==> config.mk <==
export PLATFORM = sky130hd
export DESIGN_NAME = life_generation_stencil
export DESIGN_NICKNAME = d
export VERILOG_FILES = /design/src/rtl/core/lgs_pkg.sv /design/src/rtl/core/life_generation_stencil.sv /design/src/rtl/core/lgs_row_mem.sv /design/src/rtl/core/lgs_cfg.sv
export SDC_FILE = /design/constraint.sdc
export NUM_CORES = 1
export LEC_CHECK = 0
export ABC_AREA = 1
export BUFFER_PORTS_ARGS = -buffer_cell sky130_fd_sc_hd__buf_2
export CELL_PAD_IN_SITES_DETAIL_PLACEMENT = 1
export CELL_PAD_IN_SITES_GLOBAL_PLACEMENT = 1
export CORE_MARGIN = 5
export CORE_UTILIZATION = 48
export CTS_CLUSTER_SIZE = 8
export DETAILED_ROUTE_END_ITERATION = 7
export GPL_TIMING_DRIVEN = 0
export PLACE_DENSITY_LB_ADDON = 0.1
export SLEW_MARGIN = 15
export SYNTH_ARGS = -nofsm -noshare
export SYNTH_HDL_FRONTEND = slang
export SYNTH_SLANG_ARGS = --single-unit
==> constraint.sdc <==
create_clock -name clk -period 4 [get_ports clk]
set_clock_uncertainty 0.1 [all_clocks]
set_input_delay 0.4 -clock clk [delete_from_list [all_inputs] [get_ports clk]]
set_output_delay 0.4 -clock clk [all_outputs]
set_load 0.02 [all_outputs]
==> src/rtl/core/lgs_pkg.sv <==
// ----------------------------------------------------------------------------
// lgs_pkg
// Shared constants, types and the neighbor-count rule for the Life stencil.
// ----------------------------------------------------------------------------
package lgs_pkg;

    localparam int LGS_MAX_COLS = 32;
    localparam int LGS_MAX_ROWS = 32;

    localparam int CFG_W       = 6;
    localparam int CFG_IDX_W   = 1;
    localparam int ROW_W       = $clog2(LGS_MAX_ROWS);
    localparam int OUT_COORD_W = 5;
    localparam int ENTRY_W     = 2;

    localparam logic [CFG_W-1:0] SIZE_RESET = 6'd20;

    // register indexes
    localparam logic [CFG_IDX_W-1:0] REG_ROWS = 1'b0;
    localparam logic [CFG_IDX_W-1:0] REG_COLS = 1'b1;

    localparam logic [3:0] LIVE_BIRTH = 4'd3;
    localparam logic [3:0] LIVE_KEEP  = 4'd2;

    // one column of the 3x3 window: {upper, middle, lower}
    typedef logic [2:0] col3_t;

    function automatic logic life_next(col3_t lft, col3_t ctr, col3_t rgt);
        logic [3:0] cnt;
        cnt = 4'(lft[2]) + 4'(lft[1]) + 4'(lft[0])
            + 4'(rgt[2]) + 4'(rgt[1]) + 4'(rgt[0])
            + 4'(ctr[2]) + 4'(ctr[0]);
        return (cnt == LIVE_BIRTH) || ((cnt == LIVE_KEEP) && ctr[1]);
    endfunction

endpackage

==> src/rtl/core/life_generation_stencil.sv <==
// ----------------------------------------------------------------------------
// life_generation_stencil
// One Life generation over a bounded grid, cells streamed in raster order.
// A cell is taken in S_IDLE, then S_CALC does the memory read-modify-write;
// in_ready is low until that cell is done, and a full output stalls it.
// A last-column cell emits a second result in S_EM1; the frame's final cell
// adds a row flush that reads, loads and emits each column in turn.
// Reset: size registers to 20x20, positions to row 0 column 0; a size
// write also restarts the frame. The column memory needs no clearing.
// ----------------------------------------------------------------------------
module life_generation_stencil
    import lgs_pkg::*;
#(
    parameter int MAX_COLS = LGS_MAX_COLS
)
(
    input  logic                   clk,
    input  logic                   rst_n,
    input  logic                   cfg_we,
    input  logic [CFG_IDX_W-1:0]   cfg_index,
    input  logic [CFG_W-1:0]       cfg_data,
    input  logic                   in_valid,
    output logic                   in_ready,
    input  logic                   cell_alive,
    output logic                   out_valid,
    input  logic                   out_ready,
    output logic                   next_alive,
    output logic [OUT_COORD_W-1:0] out_row,
    output logic [OUT_COORD_W-1:0] out_col,
    output logic                   run_last
);

    localparam int COL_W     = $clog2(MAX_COLS);
    localparam int COL_CNT_W = $clog2(MAX_COLS + 1);

    localparam logic [2:0] S_IDLE    = 3'd0;
    localparam logic [2:0] S_CALC    = 3'd1;
    localparam logic [2:0] S_EM0     = 3'd2;
    localparam logic [2:0] S_EM1     = 3'd3;
    localparam logic [2:0] S_FRD     = 3'd4;
    localparam logic [2:0] S_FLD     = 3'd5;
    localparam logic [2:0] S_FEM     = 3'd6;
    localparam logic [2:0] S_FEMLAST = 3'd7;

    logic [CFG_W-1:0]     rows_eff;
    logic [COL_CNT_W-1:0] cols_eff;

    logic [2:0]       state_reg, state_next;
    logic [ROW_W-1:0] pos_row_reg, pos_row_next;
    logic [COL_W-1:0] pos_col_reg, pos_col_next;
    logic [ROW_W-1:0] cur_row_reg;
    logic [COL_W-1:0] cur_col_reg;
    logic             cell_reg;
    logic             col_last_reg;
    logic             final_reg;
    logic [COL_W-1:0] fptr_reg, fptr_next;
    col3_t            p0_reg, p0_next;
    col3_t            p1_reg, p1_next;
    col3_t            p2_reg, p2_next;

    logic                   out_valid_reg;
    logic                   next_alive_reg;
    logic [OUT_COORD_W-1:0] out_row_reg;
    logic [OUT_COORD_W-1:0] out_col_reg;
    logic                   run_last_reg;

    logic             accept;
    logic             pos_col_last;
    logic             pos_row_last;
    logic             fptr_last;
    logic             e0, e1;
    logic [2:0]       after_e0;
    logic             out_free;
    logic             ld;
    logic             ld_alive;
    logic [COL_W-1:0] ld_col;
    logic [ROW_W-1:0] ld_row;
    logic             ld_last;
    logic             mem_we;
    logic [COL_W-1:0] rd_addr;
    logic [ENTRY_W-1:0] rd_data;
    col3_t            new_col;
    col3_t            fl_col;

    lgs_cfg #(
        .MAX_COLS (MAX_COLS)
    ) u_cfg (
        .clk       (clk),
        .rst_n     (rst_n),
        .cfg_we    (cfg_we),
        .cfg_index (cfg_index),
        .cfg_data  (cfg_data),
        .rows_eff  (rows_eff),
        .cols_eff  (cols_eff)
    );

    lgs_row_mem #(
        .DEPTH (MAX_COLS)
    ) u_mem (
        .clk     (clk),
        .we      (mem_we),
        .wr_addr (cur_col_reg),
        .wr_data (new_col[1:0]),
        .rd_addr (rd_addr),
        .rd_data (rd_data)
    );

    assign in_ready = (state_reg == S_IDLE);
    assign accept   = in_valid && in_ready;
    assign out_free = !out_valid_reg || out_ready;

    assign pos_col_last = (COL_CNT_W'(pos_col_reg) + COL_CNT_W'(1)) == cols_eff;
    assign pos_row_last = (CFG_W'(pos_row_reg) + CFG_W'(1)) == rows_eff;
    assign fptr_last    = (COL_CNT_W'(fptr_reg) + COL_CNT_W'(1)) == cols_eff;

    assign e0 = (cur_row_reg != '0) && (cur_col_reg != '0);
    assign e1 = (cur_row_reg != '0) && col_last_reg;
    assign after_e0 = e1 ? S_EM1 : (final_reg ? S_FRD : S_IDLE);

    // memory entry is {row r-2, row r-1}; rows above the frame read as dead
    assign new_col = {(cur_row_reg > ROW_W'(1)) ? rd_data[1] : 1'b0,
                      (cur_row_reg != '0)       ? rd_data[0] : 1'b0,
                      cell_reg};
    // during the flush the entry is {row r-1, row r}; below is dead
    assign fl_col = {rd_data[1], rd_data[0], 1'b0};

    always_comb
    begin
        state_next = state_reg;
        fptr_next  = fptr_reg;
        p0_next    = p0_reg;
        p1_next    = p1_reg;
        p2_next    = p2_reg;
        ld         = 1'b0;
        ld_alive   = 1'b0;
        ld_col     = cur_col_reg - COL_W'(1);
        ld_row     = cur_row_reg - ROW_W'(1);
        ld_last    = 1'b0;
        mem_we     = 1'b0;
        rd_addr    = pos_col_reg;

        case (state_reg)
            S_IDLE:
            begin
                fptr_next = '0;
                if (in_valid)
                    state_next = S_CALC;
            end
            S_CALC:
            begin
                mem_we = 1'b1;
                if (cur_col_reg == '0)
                begin
                    p2_next = '0;
                    p1_next = '0;
                end
                else
                begin
                    p2_next = p1_reg;
                    p1_next = p0_reg;
                end
                p0_next = new_col;
                if (e0)
                begin
                    if (out_free)
                    begin
                        ld         = 1'b1;
                        ld_alive   = life_next(p1_reg, p0_reg, new_col);
                        ld_last    = !(e1 || final_reg);
                        state_next = after_e0;
                    end
                    else
                    begin
                        state_next = S_EM0;
                    end
                end
                else
                begin
                    state_next = after_e0;
                end
            end
            S_EM0:
            begin
                if (out_free)
                begin
                    ld         = 1'b1;
                    ld_alive   = life_next(p2_reg, p1_reg, p0_reg);
                    ld_last    = !(e1 || final_reg);
                    state_next = after_e0;
                end
            end
            S_EM1:
            begin
                ld_col = cur_col_reg;
                if (out_free)
                begin
                    ld         = 1'b1;
                    ld_alive   = life_next(p1_reg, p0_reg, '0);
                    ld_last    = !final_reg;
                    state_next = final_reg ? S_FRD : S_IDLE;
                end
            end
            S_FRD:
            begin
                rd_addr    = fptr_reg;
                state_next = S_FLD;
            end
            S_FLD:
            begin
                if (fptr_reg == '0)
                begin
                    p2_next = '0;
                    p1_next = '0;
                end
                else
                begin
                    p2_next = p1_reg;
                    p1_next = p0_reg;
                end
                p0_next = fl_col;
                if (fptr_reg != '0)
                    state_next = S_FEM;
                else if (fptr_last)
                    state_next = S_FEMLAST;
                else
                begin
                    fptr_next  = fptr_reg + COL_W'(1);
                    state_next = S_FRD;
                end
            end
            S_FEM:
            begin
                ld_row = cur_row_reg;
                ld_col = fptr_reg - COL_W'(1);
                if (out_free)
                begin
                    ld       = 1'b1;
                    ld_alive = life_next(p2_reg, p1_reg, p0_reg);
                    if (fptr_last)
                        state_next = S_FEMLAST;
                    else
                    begin
                        fptr_next  = fptr_reg + COL_W'(1);
                        state_next = S_FRD;
                    end
                end
            end
            S_FEMLAST:
            begin
                ld_row = cur_row_reg;
                ld_col = fptr_reg;
                if (out_free)
                begin
                    ld         = 1'b1;
                    ld_alive   = life_next(p1_reg, p0_reg, '0);
                    ld_last    = 1'b1;
                    state_next = S_IDLE;
                end
            end
            default:
            begin
                state_next = S_IDLE;
            end
        endcase
    end

    // raster position of the next incoming cell
    always_comb
    begin
        pos_row_next = pos_row_reg;
        pos_col_next = pos_col_reg;
        if (cfg_we)
        begin
            pos_row_next = '0;
            pos_col_next = '0;
        end
        else if (accept)
        begin
            if (pos_col_last && pos_row_last)
            begin
                pos_row_next = '0;
                pos_col_next = '0;
            end
            else if (pos_col_last)
            begin
                pos_row_next = pos_row_reg + ROW_W'(1);
                pos_col_next = '0;
            end
            else
            begin
                pos_col_next = pos_col_reg + COL_W'(1);
            end
        end
    end

    always_ff @(posedge clk or negedge rst_n)
    begin
        if (!rst_n)
        begin
            state_reg     <= S_IDLE;
            pos_row_reg   <= '0;
            pos_col_reg   <= '0;
            out_valid_reg <= 1'b0;
        end
        else
        begin
            state_reg   <= state_next;
            pos_row_reg <= pos_row_next;
            pos_col_reg <= pos_col_next;
            if (ld)
                out_valid_reg <= 1'b1;
            else if (out_ready)
                out_valid_reg <= 1'b0;
        end
    end

    always_ff @(posedge clk)
    begin
        fptr_reg <= fptr_next;
        p0_reg   <= p0_next;
        p1_reg   <= p1_next;
        p2_reg   <= p2_next;
        if (accept)
        begin
            cur_row_reg  <= pos_row_reg;
            cur_col_reg  <= pos_col_reg;
            cell_reg     <= cell_alive;
            col_last_reg <= pos_col_last;
            final_reg    <= pos_col_last && pos_row_last;
        end
        if (ld)
        begin
            next_alive_reg <= ld_alive;
            out_row_reg    <= OUT_COORD_W'(ld_row);
            out_col_reg    <= OUT_COORD_W'(ld_col);
            run_last_reg   <= ld_last;
        end
    end

    assign out_valid  = out_valid_reg;
    assign next_alive = next_alive_reg;
    assign out_row    = out_row_reg;
    assign out_col    = out_col_reg;
    assign run_last   = run_last_reg;

endmodule

==> src/rtl/core/lgs_row_mem.sv <==
// ----------------------------------------------------------------------------
// lgs_row_mem
// Column history memory: one entry per column, two rows deep, registered read.
// ----------------------------------------------------------------------------
module lgs_row_mem
    import lgs_pkg::*;
#(
    parameter int DEPTH = LGS_MAX_COLS
)
(
    input  logic                     clk,
    input  logic                     we,
    input  logic [$clog2(DEPTH)-1:0] wr_addr,
    input  logic [ENTRY_W-1:0]       wr_data,
    input  logic [$clog2(DEPTH)-1:0] rd_addr,
    output logic [ENTRY_W-1:0]       rd_data
);

    logic [ENTRY_W-1:0] mem [DEPTH];
    logic [ENTRY_W-1:0] rd_data_reg;

    always_ff @(posedge clk)
    begin
        if (we)
        begin
            mem[wr_addr] <= wr_data;
        end
        rd_data_reg <= mem[rd_addr];
    end

    assign rd_data = rd_data_reg;

endmodule

==> src/rtl/core/lgs_cfg.sv <==
// ----------------------------------------------------------------------------
// lgs_cfg
// Grid size registers with clamping to the supported range.
// ----------------------------------------------------------------------------
module lgs_cfg
    import lgs_pkg::*;
#(
    parameter int MAX_COLS = LGS_MAX_COLS
)
(
    input  logic                            clk,
    input  logic                            rst_n,
    input  logic                            cfg_we,
    input  logic [CFG_IDX_W-1:0]            cfg_index,
    input  logic [CFG_W-1:0]                cfg_data,
    output logic [CFG_W-1:0]                rows_eff,
    output logic [$clog2(MAX_COLS+1)-1:0]   cols_eff
);

    localparam int COL_CNT_W = $clog2(MAX_COLS + 1);

    logic [CFG_W-1:0] rows_reg;
    logic [CFG_W-1:0] cols_reg;

    always_ff @(posedge clk or negedge rst_n)
    begin
        if (!rst_n)
        begin
            rows_reg <= SIZE_RESET;
            cols_reg <= SIZE_RESET;
        end
        else if (cfg_we)
        begin
            case (cfg_index)
                REG_ROWS: rows_reg <= cfg_data;
                REG_COLS: cols_reg <= cfg_data;
                default:  rows_reg <= rows_reg;
            endcase
        end
    end

    // zero means one, oversize means the maximum
    always_comb
    begin
        if (rows_reg == '0)
            rows_eff = CFG_W'(1);
        else if (int'(rows_reg) > LGS_MAX_ROWS)
            rows_eff = CFG_W'(LGS_MAX_ROWS);
        else
            rows_eff = rows_reg;

        if (cols_reg == '0)
            cols_eff = COL_CNT_W'(1);
        else if (int'(cols_reg) > MAX_COLS)
            cols_eff = COL_CNT_W'(MAX_COLS);
        else
            cols_eff = COL_CNT_W'(cols_reg);
    end

endmodule
==> results of run 1 <==
## final timing paths
kind                                               startpoint                       endpoint  slack, ns  cells after the start
worst max-delay path                  p0_reg[0]$_SDFFCE_PP0P_           next_alive$_DFFE_PP_       0.32                     13
worst min-delay path                               cell_alive             cell_reg$_DFFE_PP_       0.06                      1
worst max register to register        p0_reg[0]$_SDFFCE_PP0P_           next_alive$_DFFE_PP_       0.32                     13
worst min register to register  u_cfg.cols_reg[4]$_DFFE_PN1P_  u_cfg.cols_reg[4]$_DFFE_PN1P_       0.41                      2
max in group asynchronous                               rst_n       state_reg[0]$_DFFE_PN0P_       2.99                      2
min in group asynchronous                               rst_n  u_cfg.rows_reg[3]$_DFFE_PN0P_       0.41                      2
## final cells by class
| type | count | share of cell area (%) |
|---|---|---|
| Sequential cell | 131 | 46.98 |
| Multi-Input combinational cell | 534 | 33.82 |
| Clock buffer | 21 | 5.710 |
| Inverter | 110 | 5.229 |
| Tap cell | 184 | 2.855 |
| Timing Repair Buffer | 29 | 2.017 |
| Clock inverter | 11 | 1.971 |
| Buffer | 12 | 1.350 |
| Timing Repair inverter | 1 | 0.06206 |
## logic make-up (layout without fill, tap and decap cells)
group,after synthesis,in the layout
simple gates,423,423
fa+ha+maj,24,24
flops,131,131
buf+inv,122,184
xor+xnor,8,8
compound gates,79,79
## through the flow
| step | area [sq um] | util (%) | hold WS, ns | power (mW) |
|---|---|---|---|---|
| 2_1_floorplan | 7037 | - | 0.004409 | 3.833 |
| 3_3_place_gp | 7397 | 51.09 | 0.3352 | 4.523 |
| 3_5_place_dp | 7397 | 51.09 | 0.3449 | 4.771 |
| 4_1_cts | 8043 | 55.55 | 0.05148 | 6.566 |
| 5_1_grt | 8064 | 55.69 | 0.04896 | 6.954 |
| 6_report | 8064 | 55.69 | 0.06420 | 6.533 |
## per-layer routing
layer | global-route usage (%) | share of wire, %
met4 | 10.41 | 2.8
met1 | 27.67 | 40
met5 | 0 | 0
met3 | 4.700 | 2.9
met2 | 44.44 | 54
## cell usage in the layout (no fill, tap or decap), drive strengths merged
cell,instances
nand2,254
inv,109
edfxtp,103
nor2,82
nand3,71
o21ai,46
buf,38
clkbuf,23
dfrtp,22
ha,15
a21oi,14
nand4,11
fa,9
xor2,7
o211ai,6
o221ai,5
clkinv,5
bufinv,4
dfstp,4
clkinvlp,4
o22ai,3
nor3,3
o2111ai,2
a211oi,2
dfxtp,2
nand3b,1
xnor2,1
or2,1
o21bai,1
dlygate4sd3,1
## timing repair
item	4_1_cts	5_1_grt
cloned	1	0
hold buffers	1	0
endpoints found under the hold margin	22	0
buffers inserted	1	0
gates resized for setup	1	1
setup endpoints to repair	1	1
## worst max-delay path, delay by kind of cell, from the launching register on
kind                     cells  cell delay, ns
AO/OA/AOI/OAI                4            0.34
adder cells (fa/ha/maj)      5            2.18
buffers and inverters        2            0.10
flip-flops                   1            0.47
AND/OR/NAND/NOR              2            0.22
## power by group
part	internal, mW	switching (mW)
sequential	1.86	0.200
combinational	0.920	1.90
clock	1.07	0.582
total	3.85	2.69
==> summary.md, run 1 <==
| Metric | Value |
|---|---|
| CP peak stage delay | `0.57 ns` |
| Synth area leaders | `edfxtp_1 44%, nand2_1 13%, dfrtp_1 7.8%, inv_1 5.5%, nand3_1 4.9%` |
| Hpwl dp | `13.78 mm` |
| Final Hold Vio Count | `0` |
| FILL cells | `1688` |
| ANT cells | `0` |
| Multi-input gate area | `0.002728 sq mm` |
| Worst path arrival time | `3.75 ns` |
| Area Overhead vs Synth | `14.60%` |
| Die Y | `131.1 microns` |
| Fraction of the mapped netlist area in simple logic gates | `25.68%` |
| Synth Register Bits | `131` |
| Seq/Total Area, Yosys | `53.84%` |
| Syn Nets | `824` |
| Syn_area_per_cell | `8.941 sq um` |
| Total Nets Final | `873` |
| Req. time, crit path | `4.07 ns` |
| H-tree depth | `4` |
| Top FF cell, synth | `edfxtp_1` |
| Layout cells sized above 1 | `12.37%` |
| Max VDD drop | `0.5458 mV` |
| Initial antenna violation count | `0` |
| XOR/XNOR Fraction of Synth Area | `0.9957%` |
| Total Routing Usage GR | `24.35%` |
| Row count | `44` |
| CTS Root Cell | `clkbuf_16` |
| Final global-route overflow total | `0` |
| Clock Sinks | `131` |
| DR iter-0 viols | `306` |
| Worst min path class | `in -> reg` |
| Die Wd | `131.1 microns` |
| Vias | `5617` |
| WL per Instance | `18.81 microns` |
| Max stage delay cell, worst path | `fa_1` |
| Post-route ant nets | `0` |
| Slew Limit Fails | `0` |
| Via/cell ratio | `5.438` |
| Cts bufs inserted | `17` |
| Worst-path cell chain | `fa_1, inv_1, fa_1, fa_1, inv_1, ha_1, fa_1, nand2_1, a211oi_1, nor2_1, o21ai_0, o2111ai_1, o21ai_0` |
| Crit path setup slack, layout | `0.3232 ns` |
| P_leak | `3.503 nW` |
| Reg clk slew, reported paths | `0.06 ns` |
| CTS max path bufs | `2` |
| Synthesis Warnings | `0` |
| Pwr per Cell Area | `810.2 mW/mm^2` |
| CP Max Fanout | `3` |
| CTS tree | `built` |
| Post-Synth Adder-Cell Area | `5.228%` |
| Outcome | `finished, final reports clean` |
| Synth Area in Compound Gates | `6.775%` |
| Tcrit/Tclk final | `91.92%` |
| Fmax | `0.2720 GHz` |
| Count leader, synth | `nand2_1` |
| RSZ-0062 raised after global routing | `no` |
| Commonest cells in the netlist | `245 x nand2_1, 103 x edfxtp_1, 103 x inv_1, 78 x nor2_1, 69 x nand3_1` |
| DRC violations left | `0` |
| Die area | `0.01718 sq mm` |
| Max reg flops | `64` |
| Placed Cells | `997` |
| Ys async rst share | `19.85%` |
| Initial core utilization | `48.60%` |
| Final worst path period need | `3.677 ns` |
| Dpl ws | `-0.1201 ns` |
| First-pass GRT wire length | `31.42 mm` |
| Largest net degree at the start of global routing | `35` |
| First drt pass iteration count | `4` |
| Post-synth top area cell | `edfxtp_1` |
| Worst skew pair latency | `0.43 ns` |
| Synthesized area | `0.007037 sq mm` |
| Synthesized instance count | `787` |
| GPL Wtd Cong | `0.8682` |
| Setup TNS | `0 ns` |
| I/O pin cnt | `27` |
| Post-synth EDFFs | `103` |
| Most used cell, CP | `fa_1` |
| Max_cap viols | `0` |
| Reg area | `0.003789 sq mm` |
| Slew HR | `38.08%` |
| IO buf count | `26` |
| Synth unique cells | `40` |
| Share of the synthesized area in the top cell type | `43.95%` |
| Type of origin of the critical path | `flop` |
| CP Class | `reg -> reg` |
| Vias in the first global route | `6082` |
| Non-Filler Instances | `1033` |
| Critical Path End Type | `flop` |
| Mux cell area share after synthesis | `0%` |
| Largest family of logic cells by synthesized area | `simple AND/OR/NAND/NOR gates` |
| Core area | `0.01448 sq mm` |
| Worst-Margin Slew | `0.9255 ns` |
| Setup violations, final | `0` |
| Routed WL | `19.43 mm` |
No activity file was read; power rests on OpenSTA's default activity.
==> inputs of run 2 (changes only) <==
--- a/config.mk
+++ b/config.mk
@@ -10,7 +10,7 @@
 export CELL_PAD_IN_SITES_DETAIL_PLACEMENT = 1
 export CELL_PAD_IN_SITES_GLOBAL_PLACEMENT = 1
 export CORE_MARGIN = 5
-export CORE_UTILIZATION = 48
+export CORE_UTILIZATION = 30
 export CTS_CLUSTER_SIZE = 8
 export DETAILED_ROUTE_END_ITERATION = 7
 export GPL_TIMING_DRIVEN = 0
==> summary.md, run 2 (synthesized netlist as in run 1, its figures left out) <==
| Metric | Value |
|---|---|
| Max VDD drop | `0.3206 mV (-41%)` |
| Layout cells sized above 1 | `12.60% (+0.24 points)` |
| Initial core utilization | `30.25% (-18 points)` |
| DR iter-0 viols | `238 (-22%)` |
| Setup violations, final | `0 (unchanged)` |
| Commonest non-fill, non-tap cell in the layout | `nand2_1` |
| Most frequent cells in the layout | `244 x nand2_1, 103 x edfxtp_1, 102 x inv_1, 78 x nor2_1, 69 x nand3_1` |
| Outcome | `finished, final reports clean` |
| Slew HR | `38.53% (+0.45 points)` |
| Type of origin of the critical path | `flop` |
| P_leak | `3.483 nW (-0.55%)` |
| CTS tree | `built` |
| Via/cell ratio | `4.660 (-14%)` |
| Placed Cells | `1133 (+14%)` |
| Largest net degree at the start of global routing | `27 (-23%)` |
| Pwr per Cell Area | `757.2 mW/mm^2 (-6.5%)` |
| Final global-route overflow total | `0 (unchanged)` |
| Total Routing Usage GR | `15.39% (-9.0 points)` |
| CP Max Fanout | `4 (+1)` |
| Req. time, crit path | `4.15 ns (+0.08 ns)` |
| DRC violations left | `0 (unchanged)` |
| Row count | `56 (+27%)` |
| IO buf count | `26 (unchanged)` |
| Cell area after layout | `0.008199 sq mm (+1.7%)` |
| Vias | `5443 (-3.1%)` |
| CTS max path bufs | `2 (unchanged)` |
| Worst min path class | `in -> reg` |
| Non-Filler Instances | `1168 (+13%)` |
| Critical Path End Type | `flop` |
| Die Y | `163.2 microns (+24%)` |
| WL per Instance | `16.65 microns (-11%)` |
| Cts bufs inserted | `17 (unchanged)` |
| Final Hold Vio Count | `0 (unchanged)` |
| I/O pin cnt | `27 (unchanged)` |
| GPL Wtd Cong | `0.8187 (-5.7%)` |
| Die Wd | `163.2 microns (+24%)` |
| RSZ-0062 raised after global routing | `no` |
| Cell Area, Placed | `0.007597 sq mm (+2.7%)` |
| Final worst path period need | `3.698 ns (+0.02135 ns)` |
| Reg clk slew, reported paths | `0.06 ns (about the same)` |
| Worst path arrival time | `3.85 ns (+0.10 ns)` |
| Max reg flops | `64 (unchanged)` |
| Fin Hold WS | `0.06332 ns (-0.0008740 ns)` |
| Routed WL | `19.45 mm (+0.11%)` |
| First drt pass iteration count | `4 (unchanged)` |
| Initial antenna violation count | `0 (unchanged)` |
| Core area | `0.02326 sq mm (+61%)` |
| Worst-Margin Slew | `0.9187 ns (-0.006792 ns)` |
| Clock Sinks | `131 (unchanged)` |
| CP Class | `reg -> reg` |
| Overall power | `6.208 mW (-5.0%)` |
| CTS Root Cell | `clkbuf_16` |
| Worst skew pair latency | `0.42 ns (about the same)` |
| H-tree depth | `4 (unchanged)` |
| Slew Limit Fails | `0 (unchanged)` |
| Fin util | `35.25% (-20 points)` |
| Fmax | `0.2704 GHz (-0.58%)` |
| Area Overhead vs Synth | `16.52%` |
| ANT cells | `0 (unchanged)` |
| Vias in the first global route | `5872 (-3.5%)` |
| Die area | `0.02662 sq mm (+55%)` |
| Hpwl dp | `14.62 mm (+6.1%)` |
| Total Nets Final | `873 (unchanged)` |
| Max_cap viols | `0 (unchanged)` |
| Tcrit/Tclk final | `92.45% (+0.53 points)` |
| First-pass GRT wire length | `31.47 mm (+0.18%)` |
| Post-route ant nets | `0 (unchanged)` |
run 2: cell count changes in the layout (fill, tap and decap cells not counted), sizes merged:
cell      previous run  this run
clkinvlp             4         5
inv                109       111
bufinv               4         1
run 2: power by group:
group	internal (mW)	total, mW	switching (mW)
clock	0.906	1.52	0.611
combinational	0.874	2.64	1.76
sequential	1.86	2.05	0.194
total	3.64	6.21	2.57
run 2: what timing repair did:
item	4_1_cts	5_1_grt
setup buffers	1	0
endpoints found under the hold margin	22	0
setup endpoints to repair	1	1
gates resized for setup	1	1
gates cloned	1	0
hold buffers	1	0
run 2: path summary, 6_finish.rpt:
check                                         startpoint                            end  slack, ns  depth (start not counted)
setup reg to reg                cur_row_reg[2]$_DFFE_PP_           next_alive$_DFFE_PP_       0.30                         15
hold reg to reg            u_cfg.rows_reg[2]$_DFFE_PN1P_  u_cfg.rows_reg[2]$_DFFE_PN1P_       0.39                          2
max in group asynchronous                          rst_n     pos_row_reg[4]$_DFFE_PN0P_       2.94                          2
min in group asynchronous                          rst_n       state_reg[1]$_DFFE_PN0P_       0.43                          2
setup / recovery                cur_row_reg[2]$_DFFE_PP_           next_alive$_DFFE_PP_       0.30                         15
hold / removal                                cell_alive             cell_reg$_DFFE_PP_       0.06                          1
run 2: through the flow:
stage          worst slack (ns)  setup TNS (ns)
2_1_floorplan            0.6224               0
3_3_place_gp            -0.1517         -0.1517
3_5_place_dp            -0.2835         -0.2835
4_1_cts                  0.1258               0
5_1_grt                 0.01319               0
6_report                 0.3018               0
run 2: worst max-delay path, stage by stage, from the launching register on:
cell        delay (ns)
edfxtp_1          0.35
inv_1             0.11
nand2_1           0.08
nor2_1            0.15
nand2_1           0.22
nand2_2           0.21
clkinvlp_4        0.13
fa_1              0.49
inv_1             0.05
fa_1              0.50
inv_1             0.04
ha_1              0.21
fa_1              0.39
o21ai_0           0.16
o2111ai_1         0.14
o21ai_0           0.20
run 2: area by class of cell:
type	count	area, sq um
fill	2724	15060
buffer	12	108.9
clock inverter	11	102.6
sequential	131	3789
tap	319	399.1
inverter	110	421.7
multi-input combinational	534	2728
timing repair buffer	29	175.2
timing repair inverter	1	5.005
clock buffer	21	470.5
run 2: metal layers:
layer,track usage [%],vias to the layer above,part of all wire [%]
met1,18.80,2670,45
met5,0,-,0
li1,-,2692,-
met3,2.473,23,1.8
met4,5.947,0,2.8
met2,27.23,58,50
